--- config.mk ---
export PLATFORM = sky130hd
export DESIGN_NAME = line_rasterizer_stepper_top
export DESIGN_NICKNAME = d
export VERILOG_FILES = /design/src/rtl/lrs_pkg.sv /design/src/rtl/line_rasterizer_stepper_top.sv
export SDC_FILE = /design/constraint.sdc
export NUM_CORES = 1
export LEC_CHECK = 0
export ABC_AREA = 0
export ABC_CLOCK_PERIOD_IN_PS = 17970
export BUFFER_PORTS_ARGS = -buffer_cell sky130_fd_sc_hd__buf_4
export CELL_PAD_IN_SITES_DETAIL_PLACEMENT = 1
export CELL_PAD_IN_SITES_GLOBAL_PLACEMENT = 1
export CORE_AREA = 2 2 228 230
export DETAILED_ROUTE_END_ITERATION = 6
export DIE_AREA = 0 0 230 232
export PLACE_DENSITY_LB_ADDON = 0.1
export SLEW_MARGIN = 20
export SYNTH_ARGS = -nofsm -noshare
export SYNTH_HDL_FRONTEND = slang
export SYNTH_SLANG_ARGS = --single-unit
--- constraint.sdc ---
create_clock -name clk -period 17.97 [get_ports clk]
set_input_delay 2.6955 -clock clk [delete_from_list [all_inputs] [get_ports clk]]
set_output_delay 2.6955 -clock clk [all_outputs]
set_load 0.02 [all_outputs]
--- src/rtl/lrs_pkg.sv ---
// ----------------------------------------------------------------------------
// lrs_pkg
// shared widths, request codes and helpers for the line rasterizer stepper
// ----------------------------------------------------------------------------
package lrs_pkg;

  // coordinate and derived widths
  localparam int COORD_W = 16;
  localparam int DELTA_W = COORD_W + 1;
  localparam int ERR_W   = COORD_W + 3;
  localparam int FRAME_W = 13;
  localparam int PIX_W   = 12;
  localparam int COLOR_W = 8;
  localparam int CMP_W   = (COORD_W > FRAME_W) ? COORD_W : FRAME_W;

  // frame size after reset
  localparam logic [FRAME_W-1:0] FRAME_WIDTH_RST  = FRAME_W'(640);
  localparam logic [FRAME_W-1:0] FRAME_HEIGHT_RST = FRAME_W'(480);

  typedef logic signed [COORD_W-1:0] coord_t;
  typedef logic [FRAME_W-1:0]        frame_t;

  // request codes
  typedef enum logic {
    REQ_START = 1'b0,
    REQ_STEP  = 1'b1
  } req_t;

  // configuration register indexes
  typedef enum logic {
    CFG_FRAME_WIDTH  = 1'b0,
    CFG_FRAME_HEIGHT = 1'b1
  } cfg_idx_t;

  // true when a point falls outside the frame
  function automatic logic outside(coord_t x, coord_t y, frame_t w, frame_t h);
    logic ox;
    logic oy;
    ox = x[COORD_W-1] | (CMP_W'($unsigned(x)) >= CMP_W'(w));
    oy = y[COORD_W-1] | (CMP_W'($unsigned(y)) >= CMP_W'(h));
    return ox | oy;
  endfunction

endpackage

--- src/rtl/line_rasterizer_stepper_top.sv ---
// ----------------------------------------------------------------------------
// line_rasterizer_stepper_top
// bresenham line stepper with an exact integer error term
// ----------------------------------------------------------------------------
// A start transaction loads two endpoints and a color and gives a result with
// no pixel; each following step gives at most one pixel of the line and
// marks the last one (or an edge stop, rejection or idle step) with line_done.
// The line state and the result register are both updated at the accepting
// edge, so a new transaction can be taken in every cycle unless the output
// stalls, and the result appears on the output in the cycle after acceptance.
// The input side stalls only while a result waits and out_ready is low.
// Frame size registers are written through the cfg channel, which is always
// ready.
// ----------------------------------------------------------------------------
module line_rasterizer_stepper_top (
  input  logic                         clk,
  input  logic                         rst_n,
  // configuration
  input  logic                         cfg_valid,
  output logic                         cfg_ready,
  input  logic                         cfg_index,
  input  logic [lrs_pkg::FRAME_W-1:0]  cfg_wdata,
  // request channel
  input  logic                         in_valid,
  output logic                         in_ready,
  input  logic                         in_req_type,
  input  logic signed [lrs_pkg::COORD_W-1:0] in_start_x,
  input  logic signed [lrs_pkg::COORD_W-1:0] in_start_y,
  input  logic signed [lrs_pkg::COORD_W-1:0] in_stop_x,
  input  logic signed [lrs_pkg::COORD_W-1:0] in_stop_y,
  input  logic [lrs_pkg::COLOR_W-1:0]  in_red,
  input  logic [lrs_pkg::COLOR_W-1:0]  in_green,
  input  logic [lrs_pkg::COLOR_W-1:0]  in_blue,
  input  logic [lrs_pkg::COLOR_W-1:0]  in_alpha,
  // result channel
  output logic                         out_valid,
  input  logic                         out_ready,
  output logic [lrs_pkg::PIX_W-1:0]    out_pixel_x,
  output logic [lrs_pkg::PIX_W-1:0]    out_pixel_y,
  output logic [lrs_pkg::COLOR_W-1:0]  out_red,
  output logic [lrs_pkg::COLOR_W-1:0]  out_green,
  output logic [lrs_pkg::COLOR_W-1:0]  out_blue,
  output logic [lrs_pkg::COLOR_W-1:0]  out_alpha,
  output logic                         out_pixel_valid,
  output logic                         out_line_done
);
  import lrs_pkg::*;

  // frame size registers
  frame_t frame_width_r;
  frame_t frame_height_r;

  // line state
  logic                     busy_r, busy_nxt;
  logic                     steep_r, steep_nxt;
  coord_t                   step_x_r, step_x_nxt;
  coord_t                   end_x_r, end_x_nxt;
  coord_t                   step_y_r, step_y_nxt;
  logic                     y_dir_r, y_dir_nxt;
  logic signed [ERR_W-1:0]  err_r, err_nxt;
  logic [DELTA_W-1:0]       dx_r, dx_nxt;
  logic [DELTA_W-1:0]       dy_r, dy_nxt;
  logic [4*COLOR_W-1:0]     color_r, color_nxt;

  // result register
  logic                     out_valid_r;
  logic [PIX_W-1:0]         pixel_x_r, pixel_x_nxt;
  logic [PIX_W-1:0]         pixel_y_r, pixel_y_nxt;
  logic                     pixel_valid_r, pixel_valid_nxt;
  logic                     line_done_r, line_done_nxt;

  logic                     in_fire;

  // start path
  logic signed [DELTA_W-1:0] ddx, ddy;
  logic [DELTA_W-1:0]        adx, ady;
  logic                      steep_new, swap_new, reject;
  coord_t                    a0, b0, a1, b1, sx, sy, ex, ey;

  // step path
  coord_t                    cur_x, cur_y;
  logic                      cur_out, last_px;
  logic signed [ERR_W:0]     err_sum, err_fix;
  logic                      y_move;

  // handshakes
  assign cfg_ready = 1'b1;
  assign in_ready  = ~out_valid_r | out_ready;
  assign in_fire   = in_valid & in_ready;

  // frame size configuration
  always_ff @(posedge clk) begin
    if (!rst_n) begin
      frame_width_r  <= FRAME_WIDTH_RST;
      frame_height_r <= FRAME_HEIGHT_RST;
    end else if (cfg_valid && cfg_ready) begin
      if (cfg_idx_t'(cfg_index) == CFG_FRAME_WIDTH) begin
        frame_width_r <= cfg_wdata;
      end else begin
        frame_height_r <= cfg_wdata;
      end
    end
  end

  // start setup: steepness, direction and deltas
  always_comb begin
    ddx       = DELTA_W'(in_stop_x) - DELTA_W'(in_start_x);
    ddy       = DELTA_W'(in_stop_y) - DELTA_W'(in_start_y);
    adx       = ddx[DELTA_W-1] ? DELTA_W'(-ddx) : DELTA_W'(ddx);
    ady       = ddy[DELTA_W-1] ? DELTA_W'(-ddy) : DELTA_W'(ddy);
    steep_new = ady > adx;
    a0        = steep_new ? in_start_y : in_start_x;
    b0        = steep_new ? in_start_x : in_start_y;
    a1        = steep_new ? in_stop_y  : in_stop_x;
    b1        = steep_new ? in_stop_x  : in_stop_y;
    swap_new  = a0 > a1;
    sx        = swap_new ? a1 : a0;
    sy        = swap_new ? b1 : b0;
    ex        = swap_new ? a0 : a1;
    ey        = swap_new ? b0 : b1;
    reject    = outside(in_start_x, in_start_y, frame_width_r, frame_height_r) &
                outside(in_stop_x, in_stop_y, frame_width_r, frame_height_r);
  end

  // step: current pixel, bounds and error update
  always_comb begin
    cur_x   = steep_r ? step_y_r : step_x_r;
    cur_y   = steep_r ? step_x_r : step_y_r;
    cur_out = outside(cur_x, cur_y, frame_width_r, frame_height_r);
    last_px = step_x_r >= end_x_r;
    err_sum = {err_r[ERR_W-1], err_r} + $signed({2'b00, dy_r, 1'b0});
    y_move  = err_sum >= $signed({3'b000, dx_r});
    err_fix = err_sum - $signed({2'b00, dx_r, 1'b0});
  end

  // next line state and result
  always_comb begin
    busy_nxt        = busy_r;
    steep_nxt       = steep_r;
    step_x_nxt      = step_x_r;
    end_x_nxt       = end_x_r;
    step_y_nxt      = step_y_r;
    y_dir_nxt       = y_dir_r;
    err_nxt         = err_r;
    dx_nxt          = dx_r;
    dy_nxt          = dy_r;
    color_nxt       = color_r;
    pixel_x_nxt     = '0;
    pixel_y_nxt     = '0;
    pixel_valid_nxt = 1'b0;
    line_done_nxt   = 1'b0;
    if (req_t'(in_req_type) == REQ_START) begin
      color_nxt = {in_alpha, in_blue, in_green, in_red};
      if (reject) begin
        busy_nxt      = 1'b0;
        line_done_nxt = 1'b1;
      end else begin
        busy_nxt   = 1'b1;
        steep_nxt  = steep_new;
        step_x_nxt = sx;
        end_x_nxt  = ex;
        step_y_nxt = sy;
        y_dir_nxt  = ~(sy < ey);
        err_nxt    = '0;
        dx_nxt     = steep_new ? ady : adx;
        dy_nxt     = steep_new ? adx : ady;
      end
    end else if (!busy_r) begin
      line_done_nxt = 1'b1;
    end else if (cur_out) begin
      busy_nxt      = 1'b0;
      line_done_nxt = 1'b1;
    end else begin
      pixel_x_nxt     = cur_x[PIX_W-1:0];
      pixel_y_nxt     = cur_y[PIX_W-1:0];
      pixel_valid_nxt = 1'b1;
      if (last_px) begin
        busy_nxt      = 1'b0;
        line_done_nxt = 1'b1;
      end else begin
        step_x_nxt = step_x_r + COORD_W'(1);
        if (y_move) begin
          step_y_nxt = step_y_r + {{(COORD_W-1){y_dir_r}}, 1'b1};
          err_nxt    = err_fix[ERR_W-1:0];
        end else begin
          err_nxt    = err_sum[ERR_W-1:0];
        end
      end
    end
  end

  // line state registers
  always_ff @(posedge clk) begin
    if (!rst_n) begin
      busy_r   <= 1'b0;
      steep_r  <= 1'b0;
      step_x_r <= '0;
      end_x_r  <= '0;
      step_y_r <= '0;
      y_dir_r  <= 1'b0;
      err_r    <= '0;
      dx_r     <= '0;
      dy_r     <= '0;
      color_r  <= '0;
    end else if (in_fire) begin
      busy_r   <= busy_nxt;
      steep_r  <= steep_nxt;
      step_x_r <= step_x_nxt;
      end_x_r  <= end_x_nxt;
      step_y_r <= step_y_nxt;
      y_dir_r  <= y_dir_nxt;
      err_r    <= err_nxt;
      dx_r     <= dx_nxt;
      dy_r     <= dy_nxt;
      color_r  <= color_nxt;
    end
  end

  // result register valid
  always_ff @(posedge clk) begin
    if (!rst_n) begin
      out_valid_r <= 1'b0;
    end else if (in_fire) begin
      out_valid_r <= 1'b1;
    end else if (out_ready) begin
      out_valid_r <= 1'b0;
    end
  end

  // result register payload
  always_ff @(posedge clk) begin
    if (in_fire) begin
      pixel_x_r     <= pixel_x_nxt;
      pixel_y_r     <= pixel_y_nxt;
      pixel_valid_r <= pixel_valid_nxt;
      line_done_r   <= line_done_nxt;
    end
  end

  // outputs; the stored color always belongs to the held result
  assign out_valid       = out_valid_r;
  assign out_pixel_x     = pixel_x_r;
  assign out_pixel_y     = pixel_y_r;
  assign out_pixel_valid = pixel_valid_r;
  assign out_line_done   = line_done_r;
  assign out_red         = color_r[COLOR_W-1:0];
  assign out_green       = color_r[2*COLOR_W-1:COLOR_W];
  assign out_blue        = color_r[3*COLOR_W-1:2*COLOR_W];
  assign out_alpha       = color_r[4*COLOR_W-1:3*COLOR_W];

endmodule

## Word-level counts from Yosys, hierarchy flattened

Index checks and enable logic that the tools add are counted.

- Bitwise operators: 18
- $lt $le $gt $ge: 11
- Muxes and demuxes: 44
- Div/mod/pow operators: 0
- Shifts and indexed selects: 0
- Equal/unequal tests: 5
- Add/sub/neg operators: 8
- Reduce and logical (&&, ||, !) cells: 9
- Multiply operators: 0

Operator list:

| kind | number |
|---|---|
| 16-bit two-way mux | 21 |
| 19-bit two-way mux | 6 |
| 16-bit by 13-bit >= comparator with 1-bit output | 6 |
| 17-bit two-way mux | 4 |
| 17-bit negator | 2 |
| 16-bit by 16-bit subtractor with 17-bit output | 2 |
| 19-bit by 19-bit adder with 20-bit output | 1 |
| 20-bit by 18-bit >= comparator with 1-bit output | 1 |
| 19-bit subtractor | 1 |
| 17-bit > comparator | 1 |
| 16-bit adder | 1 |
| 16-bit by 2-bit adder with 16-bit output, second input constant | 1 |
| 16-bit >= comparator | 1 |
| 16-bit > comparator | 1 |
| 16-bit < comparator | 1 |
| 1-bit two-way mux | 13 |
| 1-bit bitwise OR | 10 |
| 2-bit AND reduction | 4 |
| 2-bit != test, second input constant | 3 |
| 1-bit NOT | 6 |
| 6-bit AND reduction | 1 |
| 5-bit AND reduction | 1 |
| 2-bit by 1-bit != test with 1-bit output, second input constant | 2 |
| 3-bit AND reduction | 1 |
| 3 further kinds | 4 |

- Word-level logic and storage cells: 112
- Memories kept: 0
- RAM bits: 0
- Flip-flop bits (word level): 189
- ROM bits: 0
- Bits of input ports: 116
- Bits in latches: 0

## Longest topological paths before layout

- Depth in word-level cells: 9
- Mapped depth: 46
- Gate-level depth less buffers: 41

## Worst setup path after synthesis

No wires, ideal clock.

- Path kind: in2reg
- Start: input in_stop_y[0] (netlist name)
- End: register y_dir_r
- Setup slack: 6.717 ns
- Data arrival time: 11.121 ns
- Cell stages on the path: 46
- Required time: 17.838 ns
- Setup time: 0.132 ns
- Buffers on the path: 7
- Cells stage by stage: inv_1 -> ha_1 -> fa_1 -> nand2b_1 -> a21oi_1 -> or4b_2 -> o311ai_0 -> nand3b_1 -> nor4b_1 -> a31oi_1 -> xnor2_1 -> inv_1 -> ha_1 -> nand4_1 -> nor3_1 -> o31ai_1 -> o211ai_1 -> o21ai_0 -> [... 10 more ...] -> o211a_1 -> clkbuf_1 -> clkbuf_1 -> clkbuf_1 -> buf_1 -> a21oi_1 -> o21ai_0 -> ha_1 -> a21o_1 -> a21o_1 -> a21o_1 -> a21oi_1 -> nor2b_1 -> o21ai_0 -> and4b_1 -> nor3_1 -> a21oi_1 -> a21oi_1

- Word-level cells in the longest chain between the ends: 9
- Elaborated cells between the ends (all ways): 19

Ends and longest elaborated chain:

| what | line | source |
|---|---|---|
| from (decl) | line_rasterizer_stepper_top.sv:30 | `input logic signed [lrs_pkg::COORD_W-1:0] in_stop_y,` |
| 16-bit by 16-bit subtractor with 17-bit output | line_rasterizer_stepper_top.sv:108 | `ddy = DELTA_W'(in_stop_y) - DELTA_W'(in_start_y);` |
| 17-bit negator | line_rasterizer_stepper_top.sv:110 | `ady = ddy[DELTA_W-1] ? DELTA_W'(-ddy) : DELTA_W'(ddy);` |
| 17-bit two-way mux | line_rasterizer_stepper_top.sv:110 |  |
| 17-bit > comparator | line_rasterizer_stepper_top.sv:111 | `steep_new = ady > adx;` |
| 16-bit two-way mux, on equally long branches | line_rasterizer_stepper_top.sv:112, line_rasterizer_stepper_top.sv:114 |  |
| 16-bit > comparator | line_rasterizer_stepper_top.sv:116 | `swap_new = a0 > a1;` |
| 16-bit two-way mux, on equally long branches | line_rasterizer_stepper_top.sv:118, line_rasterizer_stepper_top.sv:120 |  |
| 16-bit < comparator | line_rasterizer_stepper_top.sv:163 | `y_dir_nxt = ~(sy < ey);` |
| 1-bit NOT | line_rasterizer_stepper_top.sv:163 |  |
| to (signal assigned) | line_rasterizer_stepper_top.sv:211 | `y_dir_r <= y_dir_nxt;` |
| to (decl) | line_rasterizer_stepper_top.sv:59 | `logic y_dir_r, y_dir_nxt;` |

Several ways; a longest one is shown, not always the timed one.
A chain may end at the register's enable or synchronous reset.

## Final worst setup path

Ends and elaborated chain as after synthesis.

==> run summary <==
Via density - 5.71
Routed WL per cell - 23.2 um
Maximum achievable frequency - 75.9 MHz
Port-buffer cells - 175
Nets@finish - 2764
Vias in the first global route - 17868
Critical path's most frequent cell - a21oi_1
Htree depth - 4
Syn-to-layout area delta - 14.7%
RSZ-0062 raised after global routing - false
Iteration-0 DRC Markers - 976
Post-route clock period utilization - 73.3%
CP Capture Point - y_dir_r
Worst Path Required - 18.31 ns
Core ar. - 0.0509 mm^2
Fill cells - 6265
Max incr delay on CP - 0.84 ns
Die height - 232 um
Final Wtd Congestion - 0.955
Mapped Nets - 2656
GRT overflow - 0
Postcts setup bufs - 0
Global-route wire length before repair - 109 mm
Worst-Skew Late Latency - 0.49 ns
Pwr per Cell Area - 118 mW/mm^2
Initial antenna violation count - 1
Antenna Nets Post-Route - 0
Die area - 0.0534 mm^2
Critical Path AT - 13.51 ns
Multi-input gate area - 0.0127 mm^2
All-Layer GR Usage - 26.9%
Row count - 83
Cell area after synthesis - 0.0176 mm^2
Post-DP Area - 0.0195 mm^2
Static Leak - 8.74 nW
Synth warn - 0
Cells after Synth - 2294
Vias - 17680
# diodes - 0
CTS Hold Bufs - 0
Status - finished clean
CTS buffer count - 17
Clock buffer depth - 2
Count of final hold-check violations - 0
Crit path max fanout - 78
Reg2Reg Depth - 14
# IOs - 177
Worst Setup End Kind - flip-flop
Dominant synthesized flop cell - dfxtp_1
Fin area - 0.0202 mm^2
Slew Viols, Final - 0
Starting Density - 34.6%
Startpoint types - input pin
Asr flop ratio synth - 0%
Sum of negative setup slack - 0 ns
Total power - 2.38 mW
Die W - 230 um
Worst r2r dst - err_r[17]
Max_cap viols - 0
Layout cells sized above 1 - 11.4%
Clock tree sinks - 188
CTS tree - done
Fin crit period - 13.17 ns
Length of the first detailed-routing pass in iterations - 6
Largest net degree at the start of global routing - 79
Root Buffer - clkbuf_16
Final setup vio count - 0
Reg2reg start - steep_r
Cts repair resizes - 0
Clk pin slew, worst setup/hold paths - 0.08 ns
Crit-path slowest cell - buf_4
CP startpoint - in_stop_y[0]
Syn avg cell area - 7.67 um^2
Sequential fraction of the synthesis area - 22.9%
Rel. slew slack - 30.0%
Unique cell type count in the Yosys netlist - 80
Hold/Removal Path Class - flip-flop to flip-flop
Final hold slack - 0.452 ns
Peak VDD IR - 137 uV
EDFF count, synth - 26
Post-route DRC - 0
Seq cells post-synth - 188
Clk_skew - 0.0194 ns
WS Path Type - input pin to flip-flop
Least-Margin Pin Slew - 1.04 ns
Register area - 0.00402 mm^2
Post-DP HPWL - 57.4 mm
Register-to-register setup slack - 12.71 ns
Overall routed net length - 71.7 mm
-- routing by layer --
| metal | GRT usage (%) | part of all wire (%) | vias to the layer above |
|---|---|---|---|
| li1 | - | - | 8497 |
| met1 | 35.7 | 46 | 8680 |
| met2 | 43.8 | 46 | 413 |
| met3 | 4.24 | 4.9 | 88 |
| met4 | 9.78 | 3.3 | 2 |
| met5 | 0 | 0.018 | - |
-- state kept, by name (all words and copies together), names as in the netlist --
| register | cells |
|---|---|
| step_x_r | 16 |
| out_pixel_y | 12 |
| frame_height_r | 13 |
| frame_width_r | 13 |
| step_y_r | 16 |
| out_line_done | 1 |
| color_r | 32 |
| dy_r | 17 |
| steep_r | 1 |
| out_pixel_valid | 1 |
| out_pixel_x | 12 |
| err_r | 18 |
| y_dir_r | 1 |
| busy_r | 1 |
| out_valid | 1 |
| end_x_r | 16 |
| dx_r | 17 |
-- per-stage QoR --
| stage | worst slack (ns) | utilization, % | std cells |
|---|---|---|---|
| detailed placement | 4.42 | 38.4 | 3063 |
| global placement | 4.76 | 38.4 | 3063 |
| global route | 3.87 | 39.7 | 3095 |
| finish | 4.80 | 39.7 | 3095 |
| CTS | 4.97 | 39.7 | 3095 |
| floorplan | 6.72 | - | 2294 |
-- logic make-up after synthesis --
family / synth area share [%]
buf+inv: 5.50
other cells: 0.0213
flops: 22.9
xor+xnor: 4.33
mux: 5.32
fa+ha+maj: 17.7
compound gates: 24.1
simple gates: 20.1
-- critical path: cells and delay by family --
kind            cells  cell delay (ns)
xor+xnor            1             0.33
fa+ha+maj           5             1.63
buf+inv             6             1.97
simple gates       15             2.75
compound gates     16             4.02
-- layout make-up --
type | instances | area share, %
Sequential cell | 188 | 19.9
Clock inverter | 11 | 0.719
Clock buffer | 21 | 2.44
Timing Repair Buffer | 193 | 7.18
Multi-Input combinational cell | 1852 | 62.7
Inverter | 150 | 2.80
Tap cell | 680 | 4.22
-- synth_stat cells, types with 19 or more instances --
library cell  instances  area [um^2]
mux2i_1              62          621
dfxtp_1             162         3240
ha_1                241         3020
nor2_1              170          638
a21oi_1             247         1240
o22ai_1              19          119
xor2_1               42          368
nand2_1             317         1190
o21ai_0              95          475
nand2b_1             26          163
clkbuf_1             80          300
nor3_1               30          150
o211ai_1             59          443
nand4_1              33          206
and2_1               33          206
mux2_2               28          315
nand3_1              48          240
a211oi_1             45          338
edfxtp_1             26          781
nor2b_1              26          163
a21o_1               51          383
inv_1               148          556
xnor2_1              45          394
-- how the worst min path moves through the flow --
stage / from / to / slack, ns / cells after the start
6_report: end_x_r[13] / end_x_r[13] / 0.45 / 2
5_1_grt: dx_r[6] / dx_r[6] / 0.48 / 2
4_1_cts: end_x_r[13] / end_x_r[13] / 0.46 / 2
3_5_place_dp: frame_height_r[10] / frame_height_r[10] / 0.45 / 2
3_3_place_gp: err_r[17] / err_r[17] / 0.44 / 1
2_1_floorplan: dx_r[16] / dx_r[16] / 0.43 / 2
-- layout by cell type (no fill, tap or decap), types with 15 or more instances in the layout --
master       n
nor2b_1     24
nor3_1      30
o22ai_1     19
and2_1      33
o21a_1      18
nand2_1    317
xnor2_1     45
o2bb2ai_1   16
mux2_2      28
buf_4      193
mux2i_1     62
nand3_1     48
ha_1       241
edfxtp_1    26
nand2b_1    25
nor2_1     168
o21ai_0     94
a21oi_1    247
clkbuf_16   19
nor4_1      15
inv_1      148
xor2_1      42
a211oi_1    44
a31oi_1     15
and3_1      18
nand4_1     33
a21o_1      51
o211ai_1    59
dfxtp_1    162
-- where the power goes --
group	internal [mW]	total (mW)	switching [mW]
logic	0.509	1.52	1.01
clock network	0.229	0.421	0.192
registers	0.435	0.440	0.00503
total	1.17	2.38	1.21
No activity file was read; power rests on OpenSTA's default activity.
